**src/hdl/pirl_pkg.sv**
```systemverilog
`timescale 1ns / 1ps
// pirl_pkg: shared types and constants for the positional insert/remove list
// holds op and status codes, widths and the control bundle sent to each cell
// no dependencies
package pirl_pkg;

   // default store size and read-gather grouping
   localparam int DEFAULT_CAPACITY = 128;
   localparam int GATHER_GROUP     = 8;

   // field widths
   localparam int DATA_W  = 32;
   localparam int POS_W   = 8;
   localparam int COUNT_W = 8;

   // operation codes
   localparam logic [1:0] OP_INSERT = 2'd0;
   localparam logic [1:0] OP_REMOVE = 2'd1;
   localparam logic [1:0] OP_READ   = 2'd2;

   // result status codes
   typedef enum logic [1:0] {
      ST_OK    = 2'd0,
      ST_FULL  = 2'd1,
      ST_EMPTY = 2'd2,
      ST_POS   = 2'd3
   } status_type;

   // control broadcast to every cell of the chain
   typedef struct packed {
      logic                     ins;
      logic                     rem;
      logic [POS_W-1:0]         pos;
      logic signed [DATA_W-1:0] value;
   } cell_ctrl_type;

endpackage

```
**src/hdl/pirl_cell.sv**
```systemverilog
`timescale 1ns / 1ps
// pirl_cell: one list entry of the shift chain
// takes its left or right neighbor on insert/remove and offers its word on a hit
// depends on pirl_pkg
module pirl_cell #(
   parameter int INDEX = 0
) (
   input  logic                              clock,
   input  pirl_pkg::cell_ctrl_type           ctrl,
   input  logic signed [pirl_pkg::DATA_W-1:0] left_entry,
   input  logic signed [pirl_pkg::DATA_W-1:0] right_entry,
   output logic signed [pirl_pkg::DATA_W-1:0] entry,
   output logic signed [pirl_pkg::DATA_W-1:0] hit_data
);

   logic signed [pirl_pkg::DATA_W-1:0] entry_ff;
   logic signed [pirl_pkg::DATA_W-1:0] entry_in;
   logic                               at_pos;
   logic                               above_pos;

   // position compare against this cell's fixed place
   assign at_pos    = (int'(ctrl.pos) == INDEX);
   assign above_pos = (int'(ctrl.pos) < INDEX);

   // next entry: shift up, load value, shift down or hold
   always_comb begin
      entry_in = entry_ff;
      if (ctrl.ins) begin
         if (above_pos) begin
            entry_in = left_entry;
         end else if (at_pos) begin
            entry_in = ctrl.value;
         end
      end else if (ctrl.rem) begin
         if (above_pos || at_pos) begin
            entry_in = right_entry;
         end
      end
   end

   always_ff @(posedge clock) begin
      entry_ff <= entry_in;
   end

   assign entry    = entry_ff;
   // word offered to the read gather, zero unless this cell is addressed
   assign hit_data = at_pos ? entry_ff : '0;

endmodule

```
**config.mk**
```make
export PLATFORM = sky130hd
export DESIGN_NAME = pirl_cell
export DESIGN_NICKNAME = d
export VERILOG_FILES = /design/src/hdl/pirl_pkg.sv /design/src/hdl/pirl_cell.sv
export SDC_FILE = /design/constraint.sdc
export NUM_CORES = 1
export LEC_CHECK = 0
export BUFFER_PORTS_ARGS = -buffer_cell sky130_fd_sc_hd__buf_2
export CAP_MARGIN = 20
export CORE_UTILIZATION = 34
export CTS_CLUSTER_SIZE = 12
export DETAILED_ROUTE_END_ITERATION = 12
export HOLD_SLACK_MARGIN = 0.1
export PLACE_DENSITY_LB_ADDON = 0.3
export SLEW_MARGIN = 0
export SYNTH_ARGS = -nofsm -noshare
export SYNTH_HDL_FRONTEND = slang
export SYNTH_SLANG_ARGS = --single-unit
```
**constraint.sdc**
```tcl
create_clock -name clock -period 3.2 [get_ports clock]
set_input_delay 0.16 -clock clock [delete_from_list [all_inputs] [get_ports clock]]
set_output_delay 0.16 -clock clock [all_outputs]
set_load 0.005 [all_outputs]
```
======== Yosys cells after proc, flatten, opt, wreduce, memory -nomap -nowiden ========
Index checks and enable logic that the tools add are counted.
storage, ports and cells
  register bits ........................... 32
  output and inout bits ................... 64
  logic and storage cells ................. 9
cells by class
  multiplexer cells ....................... 5
  reductions and logical operators ........ 3
operators by type and width
  cell                 number
  32-bit two-way mux   5
  8-bit logical NOT    1
  2-bit AND reduction  1
  2-bit nonzero test   1

======== Longest topological paths before layout ========
  depth in word-level cells ............... 4
  gate-level depth with buffers ........... 4

======== Worst setup path after synthesis ========
No wires, ideal clock.
  path kind ............................... input port to flip-flop
  start ................................... in ctrl[37] in the netlist's numbering
  end ..................................... reg entry_ff, in the netlist entry[0] (enable)
  arrival ................................. 3.083 ns
  required time ........................... 2.739 ns
  slack ................................... -0.344 ns
  stages .................................. 3
  cell sequence ........................... or4_4 buf_6 nor3_1
between the ends
  cells in the longest elaborated chain, start to end .. 2
ends and longest elaborated chain
  what                                  line             text
  start, declared                       pirl_cell.sv:9   input pirl_pkg::cell_ctrl_type ctrl,
  8-bit logical NOT                     pirl_cell.sv:22  assign at_pos = (int'(ctrl.pos) == INDEX);
  2-bit AND reduction (no source line)  -
  end signal, assigned                  pirl_cell.sv:42  entry_ff <= entry_in;
  end, declared                         pirl_cell.sv:16  logic signed [pirl_pkg::DATA_W-1:0] entry_ff;
Every way passes these cells.
A chain may end at the register's enable or synchronous reset.

======== Worst setup path in the final report ========
  start ................................... in ctrl[37] in the netlist's numbering
  end ..................................... reg entry_ff, in the netlist entry[31] (enable)
The elaborated chain is that of the path after synthesis.

==> impl_summary.txt <==
----------------------------------------------------
[Run status]
  Run status ... finished, final reports clean

[Synth]
  Flops & latches, synth ... 32
  Cell taking the most area after synthesis ... sky130_fd_sc_hd__edfxtp_1
  Synthesized Nets ... 251
  Proportion of synthesized flip-flops having asynchronous set or reset ... 0%
  Avg Inst Size Synth ... 13.2 um2
  Count of yosys warnings during synthesis ... 0
  Area fraction of the dominant cell type after synthesis ... 50.7%
  Instance count of the mapped netlist ... 144
  Flip-flop cell with the highest count after synthesis ... sky130_fd_sc_hd__edfxtp_1
  Distinct cell type count of the synthesized netlist ... 13
  EDFF count, synth ... 32
  Most common library cells after synthesis ... sky130_fd_sc_hd__edfxtp_1 (32), sky130_fd_sc_hd__inv_1 (32), sky130_fd_sc_hd__mux2_2 (32)
  Sequential cell area fraction in the yosys report ... 50.7%
  Cells taking the most area after synthesis ... sky130_fd_sc_hd__edfxtp_1 (51%), sky130_fd_sc_hd__mux2_2 (19%), sky130_fd_sc_hd__nor3_2 (16%)
  Post-Syn Area ... 0.00190 mm2

[Cells and area]
  Fraction of final layout cells with drive strength greater than 1 ... 75.8%
  Area growth from synthesis to final layout ... 41.1%
  Diodes inserted ... 0
  Number of filler instances in the final layout ... 525
  Finished Core Util ... 51.1%
  Design area ... 0.00268 mm2
  Largest register FFs ... 32
  Final net count ... 387

[Flow run]
  Maximum capacitance violations ... 0

[Routing]
  Total number of vias ... 1536
  Routed wire length per instance ... 12.5 um
  Via density ... 4.38
  Final Routed Wirelength ... 4400 um
  Count of nets left with antenna violations after detail routing ... 0
  Iteration-0 DRC Markers ... 15
  Drc violations ... 0
  Iteration count of the initial detailed-routing pass ... 4

[Power and ir drop]
  Maximum VDD drop ... 0.192 mV
  Leakage power total ... 1.27 nW
  Power per standard cell area ... 319 mW/mm2

[Clock network]
  CTS resizes ... 0
  Root buffer selected by CTS ... sky130_fd_sc_hd__clkbuf_8
  Number of setup buffers added after CTS ... 0
  Maximum count of clock buffers along a single path ... 2
  Post-CTS Hold Buffers ... 0
  CTS sink count ... 32
  H-tree Lvls ... 2
  Clock tree from TritonCTS ... built
  Clock slew seen by the registers of the worst setup and hold paths ... 60 ps
  Number of clock buffers inserted by TritonCTS ... 5

[Worst setup path]
  Worst Setup SP ... ctrl[37]
  Arr. time, crit path ... 1710 ps
  Critical path peak fanout ... 33
  Critical path class ... input port to register
  Startpoint type of the worst setup path ... input port
  Endpoint required time on the critical path ... 3130 ps
  Ordered list of cells on the worst path ... buf_2 -> or4_4 -> nor3_4 -> buf_4
  Crit-path max cell delay ... 810 ps
  Worst setup endpoint ... entry[31]
  Slowest CP cell ... sky130_fd_sc_hd__or4_4
  Endpoint kind of the worst setup timing path ... register

[Timing]
  Slew at the pin with the worst max-slew slack ... 560 ps
  Period utilisation layout ... 55.6%
  Worst relative slew slack ... 62.7%
  Final hold viol count ... 0
  Total Neg Setup Slack ... 0 ps
  Unrepaired setup endpoints after global routing ... no
  Count of final setup violators ... 0
  Achievable clock frequency ... 562 MHz
  Min cycle time layout ... 1780 ps
  Count of pins over their slew limit ... 0

[Placed design]
  Placer Congestion ... 0.750
  Number of buffers added on ports ... 138
  Detailed Place HPWL ... 3350 um
  Area after DPL ... 0.00259 mm2

[Floorplanning]
  Die H ... 76.7 um
  Overall die width ... 76.7 um
  Floorplan die area ... 0.00588 mm2
  Starting Density ... 36.2%
  # rows ... 26
  Number of top-level pins ... 171
  Core outline area ... 0.00524 mm2

[GRT]
  Vias in the first global route ... 1566
  Global-route wire length before repair ... 7080 um
  Number of antenna violations at the first check in global routing ... 0
  Gr ovfl total ... 0
  Global routing usage summed across all routing layers ... 15.5%
  Maximum number of pins on one net before global-route repair ... 34

[Min path]
  Path category of the worst min-delay check ... input port to register

----------------------------------------------------
==> per-layer routing <==
metal	global-route usage (%)	up-vias	wire, um
li1	-	761	-
met1	16.1	688	1710
met2	27.7	79	2230
met3	5.83	8	382
met4	6.73	0	78
met5	0	-	0
==> worst min-delay path by stage <==
stage	from	endpoint	slack (ps)	cells past startpoint
floorplan	right_entry[0]	entry[0]	380	1
global placement	right_entry[16]	entry[16]	460	2
detailed placement	right_entry[18]	entry[18]	460	2
CTS	ctrl[13]	entry[13]	170	2
global route	right_entry[13]	entry[13]	170	2
finish	ctrl[13]	entry[13]	180	2
==> where the power goes <==
group	switching [mW]	total [mW]	internal, mW	leakage, nW
combinational	0.0399	0.103	0.0634	0.934
clock	0.136	0.284	0.147	0.0453
sequential	0.000551	0.466	0.466	0.288
total	0.177	0.853	0.676	1.27
==> worst max-delay path: cells and delay by family <==
family | cells | cell delay (ps)
buffers and inverters | 2 | 470
AND/OR/NAND/NOR | 2 | 1060
==> cell families after synthesis <==
logic type             count (synthesis)  synth area share [%]
buffers and inverters                 44                  12.5
DFF                                   32                  50.7
muxes                                 32                  19.0
and+or+nand+nor                       36                  17.8
==> through the flow <==
| stage | power (mW) | worst slack [ps] | hold slack (ps) | std cells |
|---|---|---|---|---|
| floorplan | 0.533 | 628 | 380 | 144 |
| global placement | 0.577 | 1130 | 462 | 343 |
| detailed placement | 0.580 | 1110 | 464 | 343 |
| CTS | 0.870 | 1410 | 167 | 351 |
| global route | 0.895 | 1360 | 168 | 351 |
| finish | 0.853 | 1420 | 180 | 351 |
==> layout make-up <==
type	instances	area, um2	area share, %
Tap cell	70	87.6	3.27
Clock buffer	5	68.8	2.57
Inverter	32	120	4.49
Sequential cell	32	961	35.9
Clock inverter	3	13.8	0.514
Timing Repair Buffer	141	713	26.7
Multi-Input combinational cell	68	711	26.6
==> placed cells by master, fill, tap and decap left out, types with 2 or more instances in the layout <==
cell | synthesis | routed
sky130_fd_sc_hd__clkinv_2 | 0 | 2
sky130_fd_sc_hd__buf_2 | 3 | 138
sky130_fd_sc_hd__mux2_2 | 32 | 32
sky130_fd_sc_hd__nor3_2 | 30 | 30
sky130_fd_sc_hd__nor3_1 | 3 | 2
sky130_fd_sc_hd__clkbuf_8 | 0 | 5
sky130_fd_sc_hd__inv_1 | 32 | 32
sky130_fd_sc_hd__buf_4 | 3 | 3
sky130_fd_sc_hd__edfxtp_1 | 32 | 32
Power figures use the tool's default switching activity.
